==> src/design/tpc_pkg.sv <==
// Package of the terrain collision block: field widths, beat structs, register
// indexes, command codes and the sequencer state type. No dependencies.
package tpc_pkg;

  localparam int COORD_W     = 14;
  localparam int QUERY_W     = 18;
  localparam int HALF_W      = 14;
  localparam int INDEX_W     = 6;
  localparam int HEIGHT_W    = 18;
  localparam int MAP_W       = 14;
  localparam int PCOUNT_W    = 7;
  localparam int CFG_DATA_W  = 14;
  localparam int CFG_INDEX_W = 2;

  localparam int MAX_POINTS_DEF = 64;
  localparam int FRAC_BITS_DEF  = 4;
  localparam int MIN_POINTS     = 2;
  localparam int HEIGHT_MAX     = 262143;
  localparam int DIV_BITS       = 2;

  localparam logic [MAP_W-1:0]    MAP_WIDTH_RST   = MAP_W'(1000);
  localparam logic [MAP_W-1:0]    MAP_HEIGHT_RST  = MAP_W'(1000);
  localparam logic [PCOUNT_W-1:0] POINT_COUNT_RST = '0;

  localparam logic [CFG_INDEX_W-1:0] CFG_MAP_WIDTH   = CFG_INDEX_W'(0);
  localparam logic [CFG_INDEX_W-1:0] CFG_MAP_HEIGHT  = CFG_INDEX_W'(1);
  localparam logic [CFG_INDEX_W-1:0] CFG_POINT_COUNT = CFG_INDEX_W'(2);

  localparam logic CMD_WRITE = 1'b0;
  localparam logic CMD_QUERY = 1'b1;

  typedef struct packed {
    logic                cmd;
    logic [INDEX_W-1:0]  point_index;
    logic [COORD_W-1:0]  point_x;
    logic [COORD_W-1:0]  point_y;
    logic [QUERY_W-1:0]  query_x;
    logic [QUERY_W-1:0]  query_y;
    logic [HALF_W-1:0]   half_size;
  } item_t;

  typedef struct packed {
    logic                on_map;
    logic                segment_found;
    logic                collides;
    logic [HEIGHT_W-1:0] terrain_height;
    logic [INDEX_W-1:0]  segment_index;
  } result_t;

  typedef struct packed {
    logic [COORD_W-1:0] x;
    logic [COORD_W-1:0] y;
  } bp_entry_t;

  typedef enum logic [2:0] {
    ST_IDLE,
    ST_SCAN,
    ST_MUL,
    ST_DIV_START,
    ST_DIV_WAIT,
    ST_FINISH
  } state_t;

endpackage

==> src/design/tpc_ram.sv <==
// Generic single-port-write, single-port-read RAM with a registered read.
// Holds the breakpoint table; no package dependency.
module tpc_ram #(
  parameter int WIDTH = 28,
  parameter int DEPTH = 64
) (
  input  logic                                   clk,
  input  logic                                   we,
  input  logic [((DEPTH > 1) ? $clog2(DEPTH) : 1)-1:0] waddr,
  input  logic [WIDTH-1:0]                       wdata,
  input  logic                                   re,
  input  logic [((DEPTH > 1) ? $clog2(DEPTH) : 1)-1:0] raddr,
  output logic [WIDTH-1:0]                       rdata
);

  logic [WIDTH-1:0] mem [DEPTH];

  always_ff @(posedge clk) begin
    if (we) begin
      mem[waddr] <= wdata;
    end
    if (re) begin
      rdata <= mem[raddr];
    end
  end

endmodule

==> src/design/tpc_div.sv <==
// Serial signed divider, truncating toward zero, DIV_BITS quotient bits per cycle.
// Depends on tpc_pkg for the radix.
module tpc_div #(
  parameter int NW = 34,
  parameter int DW = 15
) (
  input  logic                 clk,
  input  logic                 rst,
  input  logic                 start,
  input  logic signed [NW-1:0] num,
  input  logic signed [DW-1:0] den,
  output logic                 done,
  output logic signed [NW-1:0] quo
);
  import tpc_pkg::*;

  localparam int STEPS = (NW + DIV_BITS - 1) / DIV_BITS;
  localparam int PADW  = STEPS * DIV_BITS;
  localparam int CNTW  = $clog2(STEPS + 1);

  logic            active;
  logic [CNTW-1:0] cnt;
  logic            neg;
  logic [DW-1:0]   den_mag;
  logic [DW-1:0]   rem;
  logic [PADW-1:0] dvd;
  logic [PADW-1:0] q;
  logic [DW-1:0]   rem_next;
  logic [PADW-1:0] dvd_next;
  logic [PADW-1:0] q_next;
  logic [NW-1:0]   num_mag;
  logic [DW-1:0]   den_mag_in;

  assign num_mag    = num[NW-1] ? (~num + 1'b1) : num;
  assign den_mag_in = den[DW-1] ? (~den + 1'b1) : den;

  // Restoring division: each pass shifts one dividend bit into the partial
  // remainder and subtracts the divisor when it fits.
  always_comb begin
    logic [DW:0] trial;
    rem_next = rem;
    dvd_next = dvd;
    q_next   = q;
    for (int k = 0; k < DIV_BITS; k++) begin
      trial    = {rem_next, dvd_next[PADW-1]};
      dvd_next = dvd_next << 1;
      if (trial >= {1'b0, den_mag}) begin
        rem_next = DW'(trial - {1'b0, den_mag});
        q_next   = {q_next[PADW-2:0], 1'b1};
      end else begin
        rem_next = DW'(trial);
        q_next   = {q_next[PADW-2:0], 1'b0};
      end
    end
  end

  always_ff @(posedge clk) begin
    if (rst) begin
      active <= 1'b0;
      cnt    <= '0;
      done   <= 1'b0;
    end else begin
      done <= 1'b0;
      if (start) begin
        active <= 1'b1;
        cnt    <= CNTW'(STEPS);
      end else if (active) begin
        cnt <= cnt - 1'b1;
        if (cnt == CNTW'(1)) begin
          active <= 1'b0;
          done   <= 1'b1;
        end
      end
    end
  end

  always_ff @(posedge clk) begin
    if (start) begin
      neg     <= num[NW-1] ^ den[DW-1];
      den_mag <= den_mag_in;
      rem     <= '0;
      dvd     <= PADW'(num_mag);
      q       <= '0;
    end else if (active) begin
      rem <= rem_next;
      dvd <= dvd_next;
      q   <= q_next;
    end
  end

  assign quo = $signed(NW'(neg ? (~q + 1'b1) : q));

endmodule

==> src/design/terrain_polyline_collision.sv <==
// Top level of the terrain collision block: breakpoint table RAM, scan and
// interpolation sequencer, configuration registers. Uses tpc_pkg, tpc_ram, tpc_div.
//
// The block keeps a table of terrain breakpoints (x, height) in a RAM and answers
// hitbox queries against the polyline they form. An item is taken when start is
// high and busy is low; every item yields exactly one result beat, shown on result
// for a single cycle with done high, and the receiver cannot hold it off, so it
// must capture the beat in that cycle. A write item (cmd 0) stores its breakpoint
// at the taking edge and its all-zero result beat follows in the next cycle, with
// busy staying low. A query whose point is off the map, or that finds fewer than
// two breakpoints, also answers in the next cycle. Any other query walks the table
// from entry 0, one RAM read per cycle, until the first breakpoint whose x lies
// past the query x. A hit then takes a step for the multiply, one to start the
// divider, the serial division (PW is the product width, 34 bits with four
// fraction bits) and a step to saturate and compare; a segment of zero width skips
// the divider. A walk that finds no segment ends at the last table entry that
// point_count covers. The next item may be taken in the cycle that carries the
// result beat. The divider and the single RAM read port set the pace of a query.
// Configuration is written through cfg_we, cfg_index and cfg_data; the user must
// make such writes only while the block is idle, which the block itself does not
// enforce. Indexes past the last register are ignored. Table entries come out of
// reset undefined and must be written before a query reaches them.
module terrain_polyline_collision #(
  parameter int MAX_POINTS = tpc_pkg::MAX_POINTS_DEF,
  parameter int FRAC_BITS  = tpc_pkg::FRAC_BITS_DEF
) (
  input  logic                             clk,
  input  logic                             rst,
  input  logic                             start,
  output logic                             busy,
  input  tpc_pkg::item_t                   item,
  input  logic                             cfg_we,
  input  logic [tpc_pkg::CFG_INDEX_W-1:0]  cfg_index,
  input  logic [tpc_pkg::CFG_DATA_W-1:0]   cfg_data,
  output logic                             done,
  output tpc_pkg::result_t                 result
);
  import tpc_pkg::*;

  // Table address width and a counter wide enough to hold the table depth.
  localparam int AW  = (MAX_POINTS > 1) ? $clog2(MAX_POINTS) : 1;
  localparam int CW  = $clog2(MAX_POINTS + 1);
  // Width of a whole-unit coordinate once scaled to fixed point.
  localparam int SW  = COORD_W + FRAC_BITS;
  // Unsigned compare width for query x against scaled map and breakpoint x.
  localparam int UW  = (QUERY_W > SW) ? QUERY_W : SW;
  // Signed widths: x offset, segment deltas, product, and the height sum.
  localparam int SXW = UW + 1;
  localparam int DW  = COORD_W + 1;
  localparam int PW  = SXW + DW;
  localparam int HW  = PW + 1;
  localparam int BW  = QUERY_W + 2;

  // Configuration registers.
  logic [MAP_W-1:0]    map_width;
  logic [MAP_W-1:0]    map_height;
  logic [PCOUNT_W-1:0] point_count;

  // Sequencer.
  state_t state;
  state_t state_next;

  // Query context, captured when the item is taken, and the walk state.
  logic [QUERY_W-1:0] qx;
  logic [QUERY_W-1:0] qy;
  logic [HALF_W-1:0]  half;
  logic [CW-1:0]      count;
  logic [AW-1:0]      chk_idx;
  logic [AW-1:0]      seg;
  bp_entry_t          prev;
  bp_entry_t          lo_pt;
  bp_entry_t          hi_pt;

  // Arithmetic pipeline registers.
  logic signed [PW-1:0] prod;
  logic signed [DW-1:0] den;
  logic                 d_zero;

  // RAM and divider hookups.
  logic                        ram_we;
  logic [AW-1:0]               ram_waddr;
  bp_entry_t                   ram_wdata;
  logic                        ram_re;
  logic [AW-1:0]               ram_raddr;
  logic [$bits(bp_entry_t)-1:0] ram_rdata;
  bp_entry_t                   rd_pt;
  logic                        div_start;
  logic                        div_done;
  logic signed [PW-1:0]        div_quo;

  // Combinational helpers.
  logic                 accept;
  logic                 q_on_map;
  logic [CW-1:0]        count_lim;
  logic                 hit;
  logic                 last;
  logic signed [SXW-1:0] dx;
  logic signed [DW-1:0]  dy;
  logic signed [DW-1:0]  dxb;
  logic signed [PW-1:0]  quo_eff;
  logic signed [HW-1:0]  h_raw;
  logic [HEIGHT_W-1:0]   h_sat;
  logic signed [BW-1:0]  bottom;
  logic                  done_next;
  result_t               result_next;

  assign accept = start && !busy;
  assign busy   = (state != ST_IDLE);

  // The query point must lie strictly inside the map in both axes.
  assign q_on_map = (item.query_x != '0) && (item.query_y != '0) &&
                    (UW'(item.query_x) < (UW'(map_width) << FRAC_BITS)) &&
                    (UW'(item.query_y) < (UW'(map_height) << FRAC_BITS));

  // A point count past the table depth acts as the full table.
  assign count_lim = (32'(point_count) > 32'(MAX_POINTS)) ? CW'(MAX_POINTS)
                                                         : CW'(point_count);

  // Table writes happen at the taking edge; slots past the table are dropped.
  assign ram_we    = accept && (item.cmd == CMD_WRITE) &&
                     (32'(item.point_index) < 32'(MAX_POINTS));
  assign ram_waddr = AW'(item.point_index);
  assign ram_wdata = '{x: item.point_x, y: item.point_y};

  tpc_ram #(
    .WIDTH ($bits(bp_entry_t)),
    .DEPTH (MAX_POINTS)
  ) u_table (
    .clk   (clk),
    .we    (ram_we),
    .waddr (ram_waddr),
    .wdata (ram_wdata),
    .re    (ram_re),
    .raddr (ram_raddr),
    .rdata (ram_rdata)
  );

  assign rd_pt = bp_entry_t'(ram_rdata);

  // During the walk rd_pt is entry chk_idx. Entry 0 only seeds the lower end.
  assign hit  = (chk_idx != '0) && ((UW'(rd_pt.x) << FRAC_BITS) > UW'(qx));
  assign last = ((CW'(chk_idx) + CW'(1)) == count);

  // Segment deltas for the multiply stage.
  assign dx  = $signed(SXW'(qx)) - $signed(SXW'(lo_pt.x) << FRAC_BITS);
  assign dy  = $signed(DW'(hi_pt.y)) - $signed(DW'(lo_pt.y));
  assign dxb = $signed(DW'(hi_pt.x)) - $signed(DW'(lo_pt.x));

  tpc_div #(
    .NW (PW),
    .DW (DW)
  ) u_div (
    .clk   (clk),
    .rst   (rst),
    .start (div_start),
    .num   (prod),
    .den   (den),
    .done  (div_done),
    .quo   (div_quo)
  );

  // A segment of zero width keeps the lower breakpoint's height.
  assign quo_eff = d_zero ? '0 : div_quo;
  assign h_raw   = $signed(HW'(lo_pt.y) << FRAC_BITS) + HW'(quo_eff);

  always_comb begin
    if (h_raw < 0) begin
      h_sat = '0;
    end else if (h_raw > $signed(HW'(HEIGHT_MAX))) begin
      h_sat = HEIGHT_W'(HEIGHT_MAX);
    end else begin
      h_sat = HEIGHT_W'(h_raw);
    end
  end

  // Hitbox bottom, signed, so a half size above the query y still compares.
  assign bottom = $signed(BW'(qy)) - $signed(BW'(half));

  always_ff @(posedge clk) begin
    if (rst) begin
      map_width   <= MAP_WIDTH_RST;
      map_height  <= MAP_HEIGHT_RST;
      point_count <= POINT_COUNT_RST;
    end else if (cfg_we) begin
      case (cfg_index)
        CFG_MAP_WIDTH:   map_width   <= MAP_W'(cfg_data);
        CFG_MAP_HEIGHT:  map_height  <= MAP_W'(cfg_data);
        CFG_POINT_COUNT: point_count <= cfg_data[PCOUNT_W-1:0];
        default: ;
      endcase
    end
  end

  always_ff @(posedge clk) begin
    if (rst) begin
      state <= ST_IDLE;
      done  <= 1'b0;
    end else begin
      state <= state_next;
      done  <= done_next;
    end
  end

  // Next state, RAM reads, divider start and the result beat.
  always_comb begin
    state_next  = state;
    ram_re      = 1'b0;
    ram_raddr   = '0;
    div_start   = 1'b0;
    done_next   = 1'b0;
    result_next = '0;
    case (state)
      ST_IDLE: begin
        if (accept) begin
          if ((item.cmd == CMD_QUERY) && q_on_map && (count_lim >= CW'(MIN_POINTS))) begin
            ram_re     = 1'b1;
            state_next = ST_SCAN;
          end else begin
            done_next          = 1'b1;
            result_next.on_map = (item.cmd == CMD_QUERY) && q_on_map;
          end
        end
      end
      ST_SCAN: begin
        ram_re    = 1'b1;
        ram_raddr = chk_idx + 1'b1;
        if (hit) begin
          state_next = ST_MUL;
        end else if (last) begin
          state_next         = ST_IDLE;
          done_next          = 1'b1;
          result_next.on_map = 1'b1;
        end
      end
      ST_MUL: begin
        state_next = ST_DIV_START;
      end
      ST_DIV_START: begin
        div_start  = !d_zero;
        state_next = d_zero ? ST_FINISH : ST_DIV_WAIT;
      end
      ST_DIV_WAIT: begin
        if (div_done) begin
          state_next = ST_FINISH;
        end
      end
      ST_FINISH: begin
        state_next                 = ST_IDLE;
        done_next                  = 1'b1;
        result_next.on_map         = 1'b1;
        result_next.segment_found  = 1'b1;
        result_next.collides       = (bottom <= $signed(BW'(h_sat)));
        result_next.terrain_height = h_sat;
        result_next.segment_index  = INDEX_W'(seg);
      end
      default: begin
        state_next = ST_IDLE;
      end
    endcase
  end

  // Datapath registers; none of them needs a reset.
  always_ff @(posedge clk) begin
    if (done_next) begin
      result <= result_next;
    end
    case (state)
      ST_IDLE: begin
        if (accept) begin
          qx      <= item.query_x;
          qy      <= item.query_y;
          half    <= item.half_size;
          count   <= count_lim;
          chk_idx <= '0;
        end
      end
      ST_SCAN: begin
        prev    <= rd_pt;
        chk_idx <= chk_idx + 1'b1;
        if (hit) begin
          lo_pt <= prev;
          hi_pt <= rd_pt;
          seg   <= chk_idx - 1'b1;
        end
      end
      ST_MUL: begin
        prod   <= PW'(dy) * PW'(dx);
        den    <= dxb;
        d_zero <= (hi_pt.x == lo_pt.x);
      end
      default: ;
    endcase
  end

endmodule

==> config.mk <==
export PLATFORM = sky130hd
export DESIGN_NAME = terrain_polyline_collision
export DESIGN_NICKNAME = d
export VERILOG_FILES = /design/src/design/tpc_pkg.sv /design/src/design/tpc_ram.sv /design/src/design/tpc_div.sv /design/src/design/terrain_polyline_collision.sv
export SDC_FILE = /design/constraint.sdc
export NUM_CORES = 2
export LEC_CHECK = 0
export ABC_AREA = 1
export BUFFER_PORTS_ARGS = -buffer_cell sky130_fd_sc_hd__buf_2
export CAP_MARGIN = 0
export CORE_MARGIN = 5
export CORE_UTILIZATION = 30
export DETAILED_ROUTE_END_ITERATION = 10
export SKIP_CTS_REPAIR_TIMING = 1
export SYNTH_ARGS = -nofsm -noshare
export SYNTH_HDL_FRONTEND = slang
export SYNTH_SLANG_ARGS = --single-unit
==> constraint.sdc <==
create_clock -name clk -period 11.3 [get_ports clk]
set_clock_uncertainty 0.1 [all_clocks]
set_input_delay 2.26 -clock clk [delete_from_list [all_inputs] [get_ports clk]]
set_output_delay 2.26 -clock clk [all_outputs]
set_load 0.02 [all_outputs]
==> summary.md <==
| Metric | Value |
|---|---|
| Run status | `finished, final reports clean` |
| Longest Clk Path Bufs | `4` |
| Detail Placement HPWL | `170 mm` |
| Arr. time, crit path | `9.20 ns` |
| DRT iter0 DRCs | `7494` |
| Global-route usage over all layers | `15.8%` |
| # setup viols final | `0` |
| Dpl cells | `12934` |
| Vias | `68780` |
| Number of global-route vias before repair | `66919` |
| Root Driver | `clkbuf_16` |
| Hold Path Depth | `0` |
| Fill cells | `33163` |
| Period minus WS final | `8.75 ns` |
| Fraction of registers with async set or reset after synthesis | `0%` |
| Num Clock Sinks | `2195` |
| Clock transition at the registers of the reported paths | `0.06 ns` |
| Slew HR | `11.1%` |
| Max_cap viols | `0` |
| Initial antenna violation count | `8` |
| Top_reg_cell synth | `edfxtp_1` |
| Hold WC Path Type | `flip-flop to flip-flop` |
| PnR worst setup slack | `2.55 ns` |
| Syn_area_per_cell | `11.9 sq um` |
| Post-Syn Area | `102000 sq um` |
| Final Max Tran Viols | `0` |
| Seq cells post-synth | `2195` |
| Setup WS pre-CTS | `2.61 ns` |
| Pin count of the biggest net entering global routing | `177` |
| Site Rows | `214` |
| First-pass iteration count of the detailed router | `8` |
| Global-route wire length before repair | `426 mm` |
| Post-Route Setup TNS | `0 ns` |
| Core ar. | `339000 sq um` |
| Reg2Reg Launch Point | `qx[4]` |
| Post-synth EDFFs | `2100` |
| Critical-path top delay cell | `fa_1` |
| Die area | `352000 sq um` |
| Critical path type | `flip-flop to flip-flop` |
| Register area | `65000 sq um` |
| Final non-filler cell total | `13310` |
| CTS H-tree depth | `4` |
| Final WL | `289 mm` |
| DRC viols | `0` |
| Worst path most repeated cell | `inv_1` |
| Cell Pwr Density | `201 nW/um^2` |
| Hold path startpoint | `prev[5]` |
| Die width | `593 microns` |
| Sequential share of the synthesized area | `63.7%` |
| Critical path endpoint category | `flip-flop` |
| Worst reg2reg path depth | `38` |
| Crit path max fanout | `9` |
| Worst Hold End | `lo_pt[5]` |
| Clk_lat worst skew | `0.88 ns` |
| CTS Buf Count | `206` |
| Final GP Congestion | `0.896` |
| CP required | `11.74 ns` |
| Top-level I/O count | `134` |
| DR WL/cell | `21.7 microns` |
| Netlist cell types | `55` |
| Mapped Nets | `9222` |
| Final hold violation count | `0` |
| Max incr delay on CP | `0.86 ns` |
| Multi-input logic area | `33200 sq um` |
| Most frequent cells in the layout | `edfxtp_1 (2100), nor2_1 (1183), o21ai_0 (1067), nand2_1 (750), inv_1 (645)` |
| Commonest non-fill, non-tap cell in the layout | `edfxtp_1` |
| Reg-to-reg critical path endpoint | `prod[33]` |
| Tcrit/Tclk final | `77.5%` |
| Worst slew pin tran | `1.33 ns` |
| Max Clock Freq | `0.114 GHz` |
| Via density | `5.17` |
| Hold_ws | `0.320 ns` |
| Maximum vdd drop | `0.481 mV` |
| Antenna viol nets, final | `0` |
| Leakage power | `0.0401 uW` |
| Yosys warns | `0` |
| Cell count after synthesis | `8581` |
| Layout cell share with drive strength beyond 1 | `8.70%` |
| Startpoint types | `flip-flop` |
| RSZ-0062 raised after global routing | `no` |
| Port-buffer cells | `133` |
| Die Span Y | `593 microns` |
| GRT overflow | `0` |
| Flop2flop setup slack | `2.55 ns` |
| Layout area overhead | `12.6%` |
| CTS tree | `yes` |
| # nets final | `9247` |
| Initial Util | `30.1%` |
==> worst max path at each step <==
stage	endpoint	slack, ns	cells past startpoint	from
2_1_floorplan	prod[32]	3.45	37	qx[4]
4_1_cts	prod[33]	2.58	38	qx[4]
5_1_grt	prod[33]	1.88	39	qx[4]
6_report	prod[33]	2.55	38	qx[4]
3_5_place_dp	prod[33]	2.61	38	qx[4]
3_3_place_gp	prod[32]	2.63	37	qx[4]
==> final cells by class <==
cell class                      instances  area share [%]
Multi-Input combinational cell       5249            28.9
Tap cell                             4536            4.94
Clock buffer                          250            4.66
Sequential cell                      2195            56.5
Antenna cell                            4         0.00871
Inverter                              676            2.23
Clock inverter                        122            1.12
Timing Repair Buffer                  278            1.62
==> registers in the layout, indices dropped and copies added, names as in the netlist, 5 cells and up <==
name,cells
map_width,14
lo_pt,28
map_height,14
seg,6
u_div.dvd,34
count,7
chk_idx,6
hi_pt,28
u_table.rdata,28
den,15
prod,34
qx,18
u_div.rem,15
result,27
u_div.q,34
prev,28
u_div.cnt,5
point_count,7
qy,18
u_table.mem,1792
half,14
u_div.den_mag,15
==> metal layers <==
metal	vias to the layer above	global-route usage, %	share of wire, %
met5	-	0	0.0045
li1	30872	-	-
met4	2	4.62	3.0
met1	34509	22.2	43
met3	446	3.41	9.4
met2	2951	24.7	45
==> cell families after synthesis <==
group | share of synthesized area, %
compound gates | 12.0
xor+xnor | 1.35
fa+ha+maj | 8.65
buf+inv | 4.22
flops | 63.7
mux | 0.0196
simple gates | 10.1
==> metrics by stage <==
step | total power (uW) | instance area (sq um) | utilization, %
after CTS | 23200 | 115000 | 33.9
after global routing | 24600 | 115000 | 33.9
after global placement | 16200 | 108000 | 31.9
final | 23100 | 115000 | 33.9
after detailed placement | 16300 | 108000 | 31.9
after floorplan | 14500 | 102000 | -
==> where the power goes <==
part           internal [uW]  total, uW  switching, uW
Sequential              9350       9410           56.9
Combinational           2610       6700           4100
Clock                   3950       6990           3040
Total                  15900      23100           7200
==> Yosys cell counts, types with 2 or more instances <==
cell type | count | area (sq um)
xnor2_1 | 55 | 482
inv_1 | 649 | 2440
nand3_2 | 16 | 160
o21bai_1 | 7 | 52.6
nand2_1 | 750 | 2820
inv_2 | 11 | 41.3
o22ai_1 | 258 | 1610
a21oi_1 | 199 | 996
a211oi_1 | 6 | 45.0
nand2_2 | 29 | 181
mux2i_1 | 2 | 20.0
nor2_1 | 1253 | 4700
o31ai_1 | 7 | 52.6
dfxtp_1 | 95 | 1900
buf_2 | 16 | 80.1
a31oi_1 | 13 | 81.3
nor3b_1 | 2 | 15.0
a21o_1 | 5 | 37.5
nor4_1 | 17 | 106
clkinv_1 | 16 | 60.1
nor2_4 | 9 | 101
o211ai_1 | 241 | 1810
and2_1 | 2 | 12.5
clkbuf_1 | 411 | 1540
nor2_2 | 24 | 150
nor3_1 | 38 | 190
o21ai_0 | 1068 | 5350
fa_1 | 282 | 5650
xor2_1 | 102 | 893
a2111oi_0 | 2 | 17.5
o21ai_1 | 8 | 40.0
buf_1 | 31 | 116
nand3_1 | 281 | 1410
nand3b_1 | 4 | 30.0
o21a_1 | 6 | 45.0
or2_2 | 24 | 150
nand4_1 | 39 | 244
a21boi_0 | 4 | 30.0
ha_1 | 254 | 3180
and3_1 | 2 | 12.5
edfxtp_1 | 2100 | 63100
buf_4 | 2 | 15.0
o41ai_1 | 2 | 17.5
o221ai_1 | 228 | 2000
==> worst max-delay path, delay by kind of cell (launching register included) <==
kind            cells  cell delay (ns)
fa+ha+maj           9             4.34
xor+xnor            1             0.14
buf+inv             9             0.90
compound gates      8             1.47
simple gates       11             1.13
flops               1             0.38
Power figures use the tool's default switching activity.
